`config.mk`:
```
export PLATFORM = sky130hd
export DESIGN_NAME = row_record_field_parser
export DESIGN_NICKNAME = d
export VERILOG_FILES = /design/src/rtl/rrfp_pkg.sv /design/src/rtl/row_record_field_parser.sv /design/src/rtl/rrfp_step.sv
export SDC_FILE = /design/constraint.sdc
export NUM_CORES = 1
export LEC_CHECK = 0
export BUFFER_PORTS_ARGS = -buffer_cell sky130_fd_sc_hd__buf_2
export CORE_UTILIZATION = 25
export CTS_CLUSTER_SIZE = 40
export DETAILED_ROUTE_END_ITERATION = 7
export GPL_TIMING_DRIVEN = 0
export SLEW_MARGIN = 30
export SYNTH_ARGS = -nofsm -noshare
export SYNTH_HDL_FRONTEND = slang
export SYNTH_HIERARCHICAL = 1
export SYNTH_SLANG_ARGS = --single-unit
```
`constraint.sdc`:
```
create_clock -name clk_i -period 5.1 [get_ports clk_i]
set_input_delay 0.51 -clock clk_i [delete_from_list [all_inputs] [get_ports clk_i]]
set_output_delay 0.51 -clock clk_i [all_outputs]
set_load 0.02 [all_outputs]
```
`src/rtl/rrfp_pkg.sv`:
```
// ----------------------------------------------------------------------------
// rrfp_pkg
// Types, codes and the fixed-field width table of the row record parser.
// ----------------------------------------------------------------------------
package rrfp_pkg;

  localparam logic [7:0] CHAR_D = 8'h44;
  localparam logic [7:0] CHAR_Z = 8'h5A;

  localparam int unsigned KindW = 4;
  localparam int unsigned ValueW = 64;

  localparam logic [KindW-1:0] KIND_STR = 4'd0;
  localparam logic [KindW-1:0] KIND_QTY = 4'd9;
  localparam logic [KindW-1:0] KIND_END = 4'd10;
  localparam logic [KindW-1:0] KIND_BAD = 4'd11;

  localparam logic [3:0] LAST_FIELD = 4'd8;

  typedef enum logic [2:0] {
    PH_TYPE   = 3'd0,
    PH_SIZE   = 3'd1,
    PH_LEN    = 3'd2,
    PH_STR    = 3'd3,
    PH_PREFIX = 3'd4,
    PH_VALUE  = 3'd5
  } phase_e;

  typedef struct packed {
    phase_e              phase;
    logic [2:0]          byte_idx;
    logic [31:0]         str_rem;
    logic [ValueW-1:0]   acc;
    logic [3:0]          field_num;
  } rrfp_state_t;

  typedef struct packed {
    logic                valid;
    logic [KindW-1:0]    kind;
    logic [ValueW-1:0]   value;
    logic                last;
  } rrfp_result_t;

  // value width in bytes of each fixed field
  function automatic logic [3:0] field_width(input logic [3:0] fnum);
    logic [3:0] w;
    case (fnum)
      4'd0, 4'd1: w = 4'd8;
      4'd2, 4'd3: w = 4'd4;
      default:    w = 4'd1;
    endcase
    return w;
  endfunction

endpackage

```
`src/rtl/row_record_field_parser.sv`:
```
// ----------------------------------------------------------------------------
// row_record_field_parser
// Decodes a byte stream of row records into typed field items.
// ----------------------------------------------------------------------------
// Usage:
//   Slave side takes one record byte per item on s_axis_tdata. Master side
//   gives one decoded field per item: field_value on m_axis_tdata, field_kind
//   on m_axis_tuser, row_last on m_axis_tlast (high on the quantity field).
//   A 'D' type byte, size, length and prefix words and every value byte but
//   the last of a field give no output item.
// Path: an accepted byte goes through an input register and a result
//   register; its result is shown once the result register can advance.
// Throughput: one byte per cycle while the sink takes each item; the parse
//   step is a single pass of logic between the two registers.
// Stall: while the result register holds an untaken item the pipeline
//   holds; one more byte can enter the empty input register, after which
//   s_axis_tready stays low until the sink takes the waiting item.
// Reset: clears both registers and the parse state; the block then waits
//   for a type byte.
// ----------------------------------------------------------------------------
module row_record_field_parser (
  input  logic        clk_i,
  input  logic        rst_ni,
  input  logic        s_axis_tvalid,
  output logic        s_axis_tready,
  input  logic [7:0]  s_axis_tdata,   // [7:0] data_byte
  output logic        m_axis_tvalid,
  input  logic        m_axis_tready,
  output logic [63:0] m_axis_tdata,   // [63:0] field_value
  output logic [3:0]  m_axis_tuser,   // [3:0] field_kind
  output logic        m_axis_tlast    // row_last
);
  import rrfp_pkg::*;

  logic         in_vld_q;
  logic [7:0]   in_byte_q;
  rrfp_state_t  st_q, st_d;
  rrfp_result_t step_res;
  logic         out_vld_q;
  logic [63:0]  out_val_q;
  logic [3:0]   out_kind_q;
  logic         out_last_q;
  logic         advance;
  logic         fire;

  assign advance       = !out_vld_q || m_axis_tready;
  assign fire          = in_vld_q && advance;
  assign s_axis_tready = !in_vld_q || advance;

  rrfp_step u_step (
    .state_i  (st_q),
    .byte_i   (in_byte_q),
    .state_o  (st_d),
    .result_o (step_res)
  );

  always_ff @(posedge clk_i or negedge rst_ni) begin
    if (!rst_ni) begin
      in_vld_q   <= 1'b0;
      in_byte_q  <= '0;
      st_q       <= '0;
      out_vld_q  <= 1'b0;
      out_val_q  <= '0;
      out_kind_q <= '0;
      out_last_q <= 1'b0;
    end else begin
      if (s_axis_tready) begin
        in_vld_q  <= s_axis_tvalid;
        in_byte_q <= s_axis_tdata;
      end
      if (fire) begin
        st_q <= st_d;
      end
      if (advance) begin
        // bytes that give no result leave the output slot empty
        out_vld_q  <= fire && step_res.valid;
        out_val_q  <= step_res.value;
        out_kind_q <= step_res.kind;
        out_last_q <= step_res.last;
      end
    end
  end

  assign m_axis_tvalid = out_vld_q;
  assign m_axis_tdata  = out_val_q;
  assign m_axis_tuser  = out_kind_q;
  assign m_axis_tlast  = out_last_q;

endmodule

```
`src/rtl/rrfp_step.sv`:
```
// ----------------------------------------------------------------------------
// rrfp_step
// Next-state and result logic for one byte of the record stream.
// ----------------------------------------------------------------------------
module rrfp_step (
  input  rrfp_pkg::rrfp_state_t  state_i,
  input  logic [7:0]             byte_i,
  output rrfp_pkg::rrfp_state_t  state_o,
  output rrfp_pkg::rrfp_result_t result_o
);
  import rrfp_pkg::*;

  logic [31:0]       rem_new;
  logic [31:0]       rem_dec;
  logic [ValueW-1:0] acc_new;
  logic [3:0]        fnum;
  logic [3:0]        idx_inc;

  assign rem_new = state_i.str_rem | (32'(byte_i) << {state_i.byte_idx[1:0], 3'b000});
  assign rem_dec = state_i.str_rem - 32'd1;
  assign acc_new = state_i.acc | (64'(byte_i) << {state_i.byte_idx, 3'b000});
  assign fnum    = (state_i.field_num > LAST_FIELD) ? LAST_FIELD : state_i.field_num;
  assign idx_inc = {1'b0, state_i.byte_idx} + 4'd1;

  always_comb begin
    state_o  = state_i;
    result_o = '0;
    case (state_i.phase)
      PH_TYPE: begin
        if (byte_i == CHAR_Z) begin
          result_o.valid = 1'b1;
          result_o.kind  = KIND_END;
        end else if (byte_i == CHAR_D) begin
          state_o.phase    = PH_SIZE;
          state_o.byte_idx = '0;
        end else begin
          result_o.valid = 1'b1;
          result_o.kind  = KIND_BAD;
        end
      end
      PH_SIZE: begin
        if (state_i.byte_idx == 3'd3) begin
          state_o.phase    = PH_LEN;
          state_o.byte_idx = '0;
          state_o.str_rem  = '0;
        end else begin
          state_o.byte_idx = idx_inc[2:0];
        end
      end
      PH_LEN: begin
        state_o.str_rem = rem_new;
        if (state_i.byte_idx == 3'd3) begin
          state_o.byte_idx  = '0;
          state_o.field_num = '0;
          state_o.phase     = (rem_new != 32'd0) ? PH_STR : PH_PREFIX;
        end else begin
          state_o.byte_idx = idx_inc[2:0];
        end
      end
      PH_STR: begin
        result_o.valid  = 1'b1;
        result_o.kind   = KIND_STR;
        result_o.value  = 64'(byte_i);
        state_o.str_rem = rem_dec;
        if (rem_dec == 32'd0) begin
          state_o.phase    = PH_PREFIX;
          state_o.byte_idx = '0;
        end
      end
      PH_PREFIX: begin
        if (state_i.byte_idx == 3'd3) begin
          state_o.byte_idx = '0;
          state_o.acc      = '0;
          state_o.phase    = PH_VALUE;
        end else begin
          state_o.byte_idx = idx_inc[2:0];
        end
      end
      PH_VALUE: begin
        state_o.field_num = fnum;
        if (idx_inc >= field_width(fnum)) begin
          result_o.valid   = 1'b1;
          result_o.kind    = fnum + 4'd1;
          result_o.value   = acc_new;
          result_o.last    = (fnum == LAST_FIELD);
          state_o.byte_idx = '0;
          state_o.acc      = '0;
          if (fnum == LAST_FIELD) begin
            state_o.field_num = '0;
            state_o.phase     = PH_TYPE;
          end else begin
            state_o.field_num = fnum + 4'd1;
            state_o.phase     = PH_PREFIX;
          end
        end else begin
          state_o.byte_idx = idx_inc[2:0];
          state_o.acc      = acc_new;
        end
      end
      default: begin
        // unused phase code: back to a clean start
        state_o = '0;
      end
    endcase
  end

endmodule

```
==> reports/results.ini, run 1 <==
[outcome]
status = finished, violations left
violations = hold timing

[critical_path]
cp-end-kind = flop
crit_type = flop to flop
r2r_start = st_q[102]
max_stage_delay_ns = 0.71
reg2reg_slack_ns = 0.28
reg2reg_depth = 13
cp_max_fo = 10
cp_slowest_cell = o41ai_4
required_ns = 5.49
cp.arrival_ns = 5.21
crit_chain = clkbuf_1 -> clkinv_1 -> buf_1 -> ha_1 -> inv_1 -> ha_1 -> a21o_1 -> a21o_1 -> clkbuf_1 -> nand3_1 -> o41ai_4 -> a22o_1 -> mux2_2
crit_family = buffers and inverters
setup.worst_path.start = st_q[102]
critical_path_depth = 13
regToRegEndpoint = m_axis_tdata[1]
startpoint_type = flop
setup.worst_path.end = m_axis_tdata[1]
crit_buf_inv = 5

[final_layout]
fin_util_pct = 29.50
final_layout_size_suffix_gt1_share_pct = 27.50
layout.nets = 1233
area_delta_synth_final_pct = 16.62
diodes = 0
fin_area_um2 = 12710

[detailed_routing]
vias_per_cell = 5.160
wl_met3_um = 2107
drt_iter0_drc = 889
vias = 9324
wl_per_cell_um = 19.01
drcViolationCount = 0
postRouteAntennaNets = 0
firstDrtPassIters = 5
wirelength_um = 34350
routed.top_layer = met4
wl_met2_um = 16750
wl_met1_um = 14640

[timing]
rsz0062_at_grt = no
fin_ws_ns = 0.2823
min_period_over_period_pct = 94.46
fin_skew_ns = 0.01455
setup_violations = 0
fin_setup_tns_ns = 0
min_period_ns = 4.818
relSlewSlack_pct = 43.24
hold_viol_final = 4
max_freq_mhz = 207.6
report.final.slew_viol_count = 0
tightestPinTransition_ns = 0.8449
hold-worst-slack_ns = -0.02273

[synth]
yosysWarnings = 6
synthesis.area_um2 = 10900
synth_edf_count = 0
netlist-cell-type-count = 62
synth.top_cell.area_share_pct = 42.49
netlist_instances = 1106
ys_async_sr_fraction_pct = 100.0
synth_most_common_cell = dfrtp_1
ys_seq_elements = 185
syn_area_per_cell_um2 = 9.851
ys_seq_area_share_pct = 42.49
synthTopCellsByCount = dfrtp_1, nor2_1, mux2_2
synthTopCellsByArea = dfrtp_1, mux2_2, nor2_1
synth-main-ff-cell = dfrtp_1
synth_largest_area_cell = dfrtp_1
synth_nets = 1130

[clock_network]
cts_tree = built
cts_sinks = 185
cts_made_buffers = 17
ctsRootBufferMaster = clkbuf_16
htreeDepth = 4
clock_path_buffers = 2
clk_pin_slew_worst_paths_ns = 0.08
clk_latency_ns = 0.45

[floorplan]
start_util_pct = 25.29
die_area_um2 = 44420
io_pins = 83
chipWidth_um = 210.8
die_h_um = 210.8
coreArea_um2 = 43080
fp-row-count = 76

[grt]
grt_pass1_wl_um = 53600
grt_max_degree = 73
antenna_found_initial = 0
first_global_vias = 9126
grt_overflow = 0
track_usage_pct = 15.53

[placed_design]
placed_area_um2 = 12100
place_ws_ns = 0.1829
gp_congestion = 0.9253
dpl.hpwl_um = 24660
port_buffers = 82

[pwr]
vdd_ir_drop_max_v = 0.0002741
pwr_density_cell_nw_per_um2 = 414.2
total_power_mw = 5.263
leakagePower_nw = 5.980

[min_path]
hold_class = input pin to async pin

[job]
cap_violations = 0

-- cell usage in the layout, fill, tap and decap left out, types with 23 or more instances in the layout --
master,count
dfrtp_1,185
nor2_1,164
mux2_2,145
buf_2,95
a31oi_1,90
a21oi_1,79
clkbuf_1,65
nand2_1,43
mux2_4,40
o21ai_0,34
a22o_1,25
nor3_1,23
-- layer usage --
metal / vias to the layer above / GRT usage, %
li1: 4202 / -
met1: 4674 / 20.22
met2: 394 / 26.29
met3: 54 / 2.409
met4: 0 / 4.923
met5: - / 0
-- state kept, by name, indices dropped and copies added, names as in the netlist --
name	cells
m_axis_tdata	64
m_axis_tuser	4
in_byte_q	8
st_q	106
m_axis_tvalid	1
in_vld_q	1
m_axis_tlast	1
-- layout make-up --
| class | count | area [um2] |
|---|---|---|
| Clock buffer | 19 | 442.9 |
| Sequential cell | 185 | 4629 |
| Timing Repair Buffer | 84 | 475.5 |
| Inverter | 13 | 48.80 |
| Clock inverter | 13 | 148.9 |
| Fill cell | 4499 | 30370 |
| Multi-Input combinational cell | 808 | 5783 |
| Buffer | 100 | 445.4 |
| Tap cell | 585 | 732.0 |
-- metrics by stage --
step | hold WS, ns | cells
4_1_cts | 0.002377 | 1807
6_report | -0.02273 | 1807
2_1_floorplan | 0.2144 | 1106
3_5_place_dp | 0.4852 | 1775
3_3_place_gp | 0.4875 | 1773
5_1_grt | 0.01694 | 1807
-- cells by family (layout without fill, tap and decap cells) --
logic type	after synthesis	count (layout)	synth area share, %
AO/OA/AOI/OAI	259	259	14.69
AND/OR/NAND/NOR	323	323	14.04
adder cells (fa/ha/maj)	12	12	1.378
buffers and inverters	113	229	4.536
XOR/XNOR	26	26	2.090
multiplexers	188	188	20.77
flip-flops	185	185	42.49
-- power breakdown --
part           switching [mW]  internal, mW
clock                   0.677         0.673
sequential             0.0729          1.52
combinational            1.46         0.860
-- worst reg2reg max path, stage by stage, from the launching register on --
cell and delay [ns]:
dfrtp_1 0.37, clkbuf_1 0.46, clkinv_1 0.45, buf_1 0.41
ha_1 0.42, inv_1 0.05, ha_1 0.26, a21o_1 0.11
a21o_1 0.10, clkbuf_1 0.38, nand3_1 0.62, o41ai_4 0.71
a22o_1 0.26, mux2_2 0.15
-- what timing repair did --
item,4_1_cts,5_1_grt
hold buffers,0,0
setup buffers,0,0
resized for setup,0,1
setup endpoints to repair,0,8
hold endpoints to repair,0,0
-- how the worst min path moves through the flow --
| stage | depth (start not counted) | from | slack, ns | end |
|---|---|---|---|---|
| floorplan | 0 | rst_ni | 0.21 | in_byte_q[0] |
| global placement | 1 | m_axis_tdata[6] | 0.49 | m_axis_tdata[6] |
| detailed placement | 1 | rst_ni | 0.49 | st_q[76] |
| CTS | 1 | rst_ni | 0.002 | st_q[76] |
| global route | 1 | rst_ni | 0.02 | st_q[76] |
| finish | 1 | rst_ni | -0.02 | st_q[76] |
(Power assumes the default switching activity.)
==> run 2: changes to the inputs <==
--- a/config.mk
+++ b/config.mk
@@ -5,6 +5,7 @@
 export SDC_FILE = /design/constraint.sdc
 export NUM_CORES = 1
 export LEC_CHECK = 0
+export ABC_AREA = 1
 export BUFFER_PORTS_ARGS = -buffer_cell sky130_fd_sc_hd__buf_2
 export CORE_UTILIZATION = 25
 export CTS_CLUSTER_SIZE = 40
==> run 2 against run 1 <==
Against the previous run:
- worst hold slack improved by 0.28 ns
- critical endpoint is now m_axis_tvalid
- setup slack better by 0.80 ns
- flip-flop and latch count is the same
- global-route usage is 3.1 points higher
- critical path depth grew 1
- the flow now finishes without violations
- synthesized cell count is 55% higher
==> reports/results.ini, run 2 <==
[outcome]
status = completed

[synth]
synth_edf_count = 0  ; unchanged
synthTopCellsByArea = dfrtp_1, nand2_1, nand3_1
netlist-cell-type-count = 36  ; -42%
yosysWarnings = 6  ; unchanged
syn_area_per_cell_um2 = 6.780  ; -31%
ys_async_sr_fraction_pct = 100.0  ; unchanged
synth-main-ff-cell = dfrtp_1
ys_seq_area_share_pct = 39.91  ; -2.6 points
synth.top_cell.area_share_pct = 39.91  ; -2.6 points
synth_nets = 1735  ; +54%
ys_seq_elements = 185  ; unchanged
synth_largest_area_cell = dfrtp_1
synthesis.area_um2 = 11600  ; +6.5%
synthTopCellsByCount = nand2_1, nand3_1, dfrtp_1
synth_most_common_cell = nand2_1
netlist_instances = 1711  ; +55%

[timing]
tightestPinTransition_ns = 0.9213  ; +0.07636 ns
fin_ws_ns = 1.081  ; +0.7984 ns
fin_setup_tns_ns = 0  ; unchanged
fin_skew_ns = 0.01146  ; -0.003087 ns
hold-worst-slack_ns = 0.2541  ; +0.2769 ns
rsz0062_at_grt = no
hold_viol_final = 0  ; -4
setup_violations = 0  ; unchanged
min_period_ns = 4.019  ; -0.7984 ns
relSlewSlack_pct = 38.11  ; -5.1 points
min_period_over_period_pct = 78.81  ; -16 points
report.final.slew_viol_count = 0  ; unchanged
max_freq_mhz = 248.8  ; +20%

[grt]
grt_max_degree = 81  ; +11%
first_global_vias = 11720  ; +28%
antenna_found_initial = 0  ; unchanged
grt_pass1_wl_um = 67790  ; +26%
track_usage_pct = 18.62  ; +3.1 points
grt_overflow = 0  ; unchanged

[final_layout]
layout.nets = 1839  ; +49%
area_delta_synth_final_pct = 16.00
layout_commonest_cell = nand2_1
final_cell_mix = nand2_1, nand3_1, dfrtp_1
regMostFlops = st_q
final_layout_size_suffix_gt1_share_pct = 11.38  ; -16 points
diodes = 0  ; unchanged
largest_reg_flops = 106  ; unchanged

[critical_path]
reg2reg_depth = 14  ; +1
setup.worst_path.end = m_axis_tvalid
reg2reg_slack_ns = 1.08  ; +0.80 ns
setup.worst_path.start = st_q[102]
required_ns = 5.44  ; -0.05 ns
cp_max_fo = 10  ; unchanged
regToRegEndpoint = m_axis_tvalid
r2r_start = st_q[102]
startpoint_type = flop
cp-end-kind = flop
crit_type = flop to flop
cp.arrival_ns = 4.36  ; -0.85 ns

[detailed_routing]
firstDrtPassIters = 6  ; +1
vias_per_cell = 5.100  ; -1.2%
wirelength_um = 43810  ; +28%
drt_iter0_drc = 1540  ; +73%
postRouteAntennaNets = 0  ; unchanged
vias = 12380  ; +33%
wl_per_cell_um = 18.05  ; -5.0%
drcViolationCount = 0  ; unchanged

[min_path]
hold_class = input pin to flop

[clock_network]
clk_pin_slew_worst_paths_ns = 0.07  ; about the same
htreeDepth = 4  ; unchanged
ctsRootBufferMaster = clkbuf_16
clock_path_buffers = 2  ; unchanged
cts_sinks = 185  ; unchanged
cts_made_buffers = 17  ; unchanged
clk_latency_ns = 0.46  ; about the same
cts_tree = built

[floorplan]
coreArea_um2 = 45580  ; +5.8%
die_h_um = 217.4  ; +3.2%
chipWidth_um = 217.4  ; +3.2%
die_area_um2 = 47260  ; +6.4%
io_pins = 83  ; unchanged
fp-row-count = 78  ; +2.6%
start_util_pct = 25.45  ; +0.16 points

[placed_design]
gp_congestion = 0.9922  ; +7.2%
place_ws_ns = 1.201  ; +1.018 ns
dpl.hpwl_um = 32610  ; +32%
port_buffers = 82  ; unchanged

[pwr]
vdd_ir_drop_max_v = 0.0002479  ; -9.6%
pwr_density_cell_nw_per_um2 = 376.0  ; -9.2%
leakagePower_nw = 7.031  ; +18%

[job]
cap_violations = 0  ; unchanged

-- run 2: final cells by class --
type | instances | area, um2
plain buffers | 102 | 530.5
clock buffers | 21 | 480.5
clock inverters | 10 | 135.1
fillers | 4981 | 32120
inverters | 178 | 668.1
multi-input cells | 1246 | 5776
flip-flops and latches | 185 | 4629
well taps | 600 | 750.7
repair buffers | 85 | 485.5
-- run 2: logic make-up after synthesis --
logic type / after synthesis / share of synthesized area (%)
AND/OR/NAND/NOR: 1030 / 37.60
buffers and inverters: 280 / 10.33
AO/OA/AOI/OAI: 199 / 10.48
flip-flops: 185 / 39.91
adder cells (fa/ha/maj): 12 / 1.294
XOR/XNOR: 5 / 0.3776
-- run 2: timing repair --
item,CTS,global route
setup endpoints to repair,0,0
hold endpoints to repair,14,0
setup buffers,0,0
gates resized for setup,0,0
hold buffers,1,0
-- run 2: metal layers --
| metal | wire length [um] | global-route usage [%] |
|---|---|---|
| met5 | 0 | 0 |
| met4 | 1819 | 7.958 |
| met3 | 3794 | 3.676 |
| met2 | 18820 | 27.53 |
| met1 | 19380 | 26.20 |
-- run 2: power breakdown --
part           internal [mW]  switching (mW)  total [mW]  leakage, nW
Combinational          0.585            1.46        2.04         4.18
Clock                  0.785           0.640        1.42        0.304
Sequential              1.51          0.0772        1.59         2.55
-- run 2: worst min path at each step --
stage	depth (start not counted)	startpoint	to
global route	3	s_axis_tvalid	in_vld_q
floorplan	0	rst_ni	in_byte_q[0]
global placement	2	st_q[57]	st_q[57]
detailed placement	1	rst_ni	m_axis_tdata[25]
CTS	3	s_axis_tvalid	in_vld_q
finish	3	s_axis_tdata[2]	in_byte_q[2]
-- run 2: per-stage QoR --
step	instances	instance area [um2]	power (mW)	utilization (%)
floorplan	1711	11600	2.975	-
global placement	2393	12760	3.585	28.00
detailed placement	2395	12830	3.593	28.15
CTS	2427	13460	5.020	29.52
global route	2427	13460	5.312	29.52
finish	2427	13460	5.059	29.52
-- run 2: worst max-delay path: stages, from the launching register on --
cell and delay (ns):
dfrtp_1 0.51, inv_2 0.20, clkbuf_1 0.56, ha_1 0.36
inv_1 0.07, ha_1 0.22, o21ai_0 0.07, inv_1 0.05
o21ai_0 0.15, nand2_1 0.20, nand2_1 0.50, clkbuf_1 0.57
nand3_1 0.14, nand2_1 0.22, nand2_1 0.08
==> run 3: changes to the inputs <==
==> constraint.sdc (replaced) <==
create_clock -name clk_i -period 3.5 [get_ports clk_i]
set_input_delay 0.35 -clock clk_i [delete_from_list [all_inputs] [get_ports clk_i]]
set_output_delay 0.35 -clock clk_i [all_outputs]
set_load 0.02 [all_outputs]
==> run 3 against run 2 <==
Against the previous run:
- the run now ends with DRC left
- setup slack got worse by 0.87 ns
- via count decreased by 0.33%
- first-iteration DRC count decreased by 2.2%
- total power increased by 46%
- clock skew increased by 0.0021 ns
- critical path depth unchanged
- critical endpoint is now m_axis_tuser[1]
- largest cell class unchanged
- largest power group unchanged
==> reports/results.ini, run 3 (synthesized netlist as in run 2, its figures left out) <==
[clock_network]
cts_sinks = 185  ; unchanged
ctsRootBufferMaster = clkbuf_16
clock_path_buffers = 2  ; unchanged
cts_tree = built
htreeDepth = 4  ; unchanged
cts_made_buffers = 17  ; unchanged
clk_pin_slew_worst_paths_ns = 0.07  ; about the same
clk_latency_ns = 0.46  ; about the same

[pwr]
pwr_density_cell_nw_per_um2 = 546.8  ; +45%
vdd_ir_drop_max_v = 0.0003613  ; +46%
leakagePower_nw = 7.035  ; about the same

[timing]
min_period_ns = 3.290  ; -0.7294 ns
fin_skew_ns = 0.01360  ; +0.002136 ns
max_freq_mhz = 304.0  ; +22%
tightestPinTransition_ns = 0.9332  ; +0.01195 ns
report.final.slew_viol_count = 0  ; unchanged
hold_viol_final = 0  ; unchanged
relSlewSlack_pct = 37.31  ; -0.80 points
min_period_over_period_pct = 94.00  ; +15 points
hold-worst-slack_ns = 0.09543  ; -0.1587 ns
setup_violations = 0  ; unchanged

[outcome]
violations = DRC
status = finished, violations left

[grt]
track_usage_pct = 18.62  ; about the same
first_global_vias = 11720  ; unchanged
grt_pass1_wl_um = 67770  ; about the same
grt_max_degree = 81  ; unchanged
grt_overflow = 0  ; unchanged
antenna_found_initial = 0  ; unchanged

[critical_path]
startpoint_type = flop
crit_family = buffers and inverters
r2r_start = st_q[102]
max_stage_delay_ns = 0.49  ; -0.08 ns
cp_slowest_cell = dfrtp_2
setup.worst_path.start = st_q[102]
crit_buf_inv = 5  ; unchanged
required_ns = 3.84  ; -1.60 ns
cp-end-kind = flop
cp_max_fo = 10  ; unchanged
cp.arrival_ns = 3.63  ; -0.73 ns
crit_type = flop to flop
crit_chain = inv_2 -> clkbuf_2 -> ha_1 -> inv_1 -> ha_1 -> o21ai_0 -> inv_1 -> o21ai_0 -> nand2_1 -> nand2_2 -> clkbuf_1 -> o21ai_0 -> nand2_1 -> nand2_1

[detailed_routing]
wirelength_um = 43860  ; +0.11%
vias_per_cell = 5.083  ; -0.33%
wl_per_cell_um = 18.07  ; +0.11%
vias = 12340  ; -0.33%
postRouteAntennaNets = 0  ; unchanged
drcViolationCount = 5  ; +5
firstDrtPassIters = 8  ; +2
drt_iter0_drc = 1506  ; -2.2%

[final_layout]
fin_area_um2 = 13460  ; about the same
final_layout_size_suffix_gt1_share_pct = 11.66  ; +0.27 points
layout_commonest_cell = nand2_1
regMostFlops = st_q
diodes = 0  ; unchanged
final_cell_mix = nand2_1, nand3_1, dfrtp_1
layout.nets = 1839  ; unchanged
largest_reg_flops = 106  ; unchanged
area_delta_synth_final_pct = 16.07  ; about the same

[min_path]
hold_class = input pin to flop
hp-start = s_axis_tdata[2]

[floorplan]
die_h_um = 217.4  ; unchanged
chipWidth_um = 217.4  ; unchanged
io_pins = 83  ; unchanged
start_util_pct = 25.45  ; unchanged
coreArea_um2 = 45580  ; unchanged
fp-row-count = 78  ; unchanged
die_area_um2 = 47260  ; unchanged

[placed_design]
dpl.hpwl_um = 32610  ; unchanged
gp_congestion = 0.9922  ; unchanged
placed_area_um2 = 12830  ; unchanged
port_buffers = 82  ; unchanged

[job]
cap_violations = 0  ; unchanged

==> run 3: through the flow <==
step	instances	setup slack, ns	util (%)	total power, mW	TNS [ns]
floorplan	1711	0.9227	-	4.336	0
global placement	2393	-1.175	28.00	5.224	-220.56
detailed placement	2395	-0.3991	28.15	5.235	-4.843
CTS	2427	0.01396	29.53	7.315	0
global route	2427	-0.001725	29.54	7.741	-0.001725
finish	2427	0.2101	29.54	7.362	0
==> run 3: final cells by class <==
cell class / instances / area (um2)
fillers: 4978 / 32110
multi-input cells: 1246 / 5781
flip-flops and latches: 185 / 4631
well taps: 600 / 750.7
inverters: 178 / 668.1
plain buffers: 102 / 533.0
repair buffers: 85 / 485.5
clock buffers: 21 / 480.5
clock inverters: 10 / 135.1
==> run 3: where the power goes <==
group | leakage (nW) | internal (mW) | switching [mW]
Combinational | 4.18 | 0.852 | 2.12
Sequential | 2.55 | 2.20 | 0.113
Clock | 0.304 | 1.14 | 0.931
Total | 7.03 | 4.20 | 3.16
==> run 3: final timing paths <==
kind,endpoint,slack [ns],depth (start not counted)
max in group asynchronous,st_q[100],2.29,3
max,m_axis_tuser[1],0.21,14
min,in_byte_q[2],0.1,3
min in group asynchronous,m_axis_tdata[25],0.41,2
min reg2reg,st_q[47],0.48,2
max reg2reg,m_axis_tuser[1],0.21,14
==> run 3: layer usage <==
metal | part of all wire (%) | GRT usage [%]
met1 | 45 | 26.19
met2 | 43 | 27.53
met3 | 8.2 | 3.676
met4 | 4.0 | 7.958
met5 | 0 | 0
==> run 3: what timing repair did <==
item,CTS,global route
buffers inserted,0,0
endpoints found under the setup margin,68,116
resized for setup,2,3
hold buffers,1,0
endpoints found under the hold margin,54,0
==> run 3: worst register-to-register path, stage by stage (launching register included) <==
cell and delay [ns]:
dfrtp_2 0.49, inv_2 0.17, clkbuf_2 0.34, ha_1 0.30, inv_1 0.07, ha_1 0.22, o21ai_0 0.07, inv_1 0.05
o21ai_0 0.14, nand2_1 0.20, nand2_2 0.34, clkbuf_1 0.41, o21ai_0 0.21, nand2_1 0.11, nand2_1 0.06
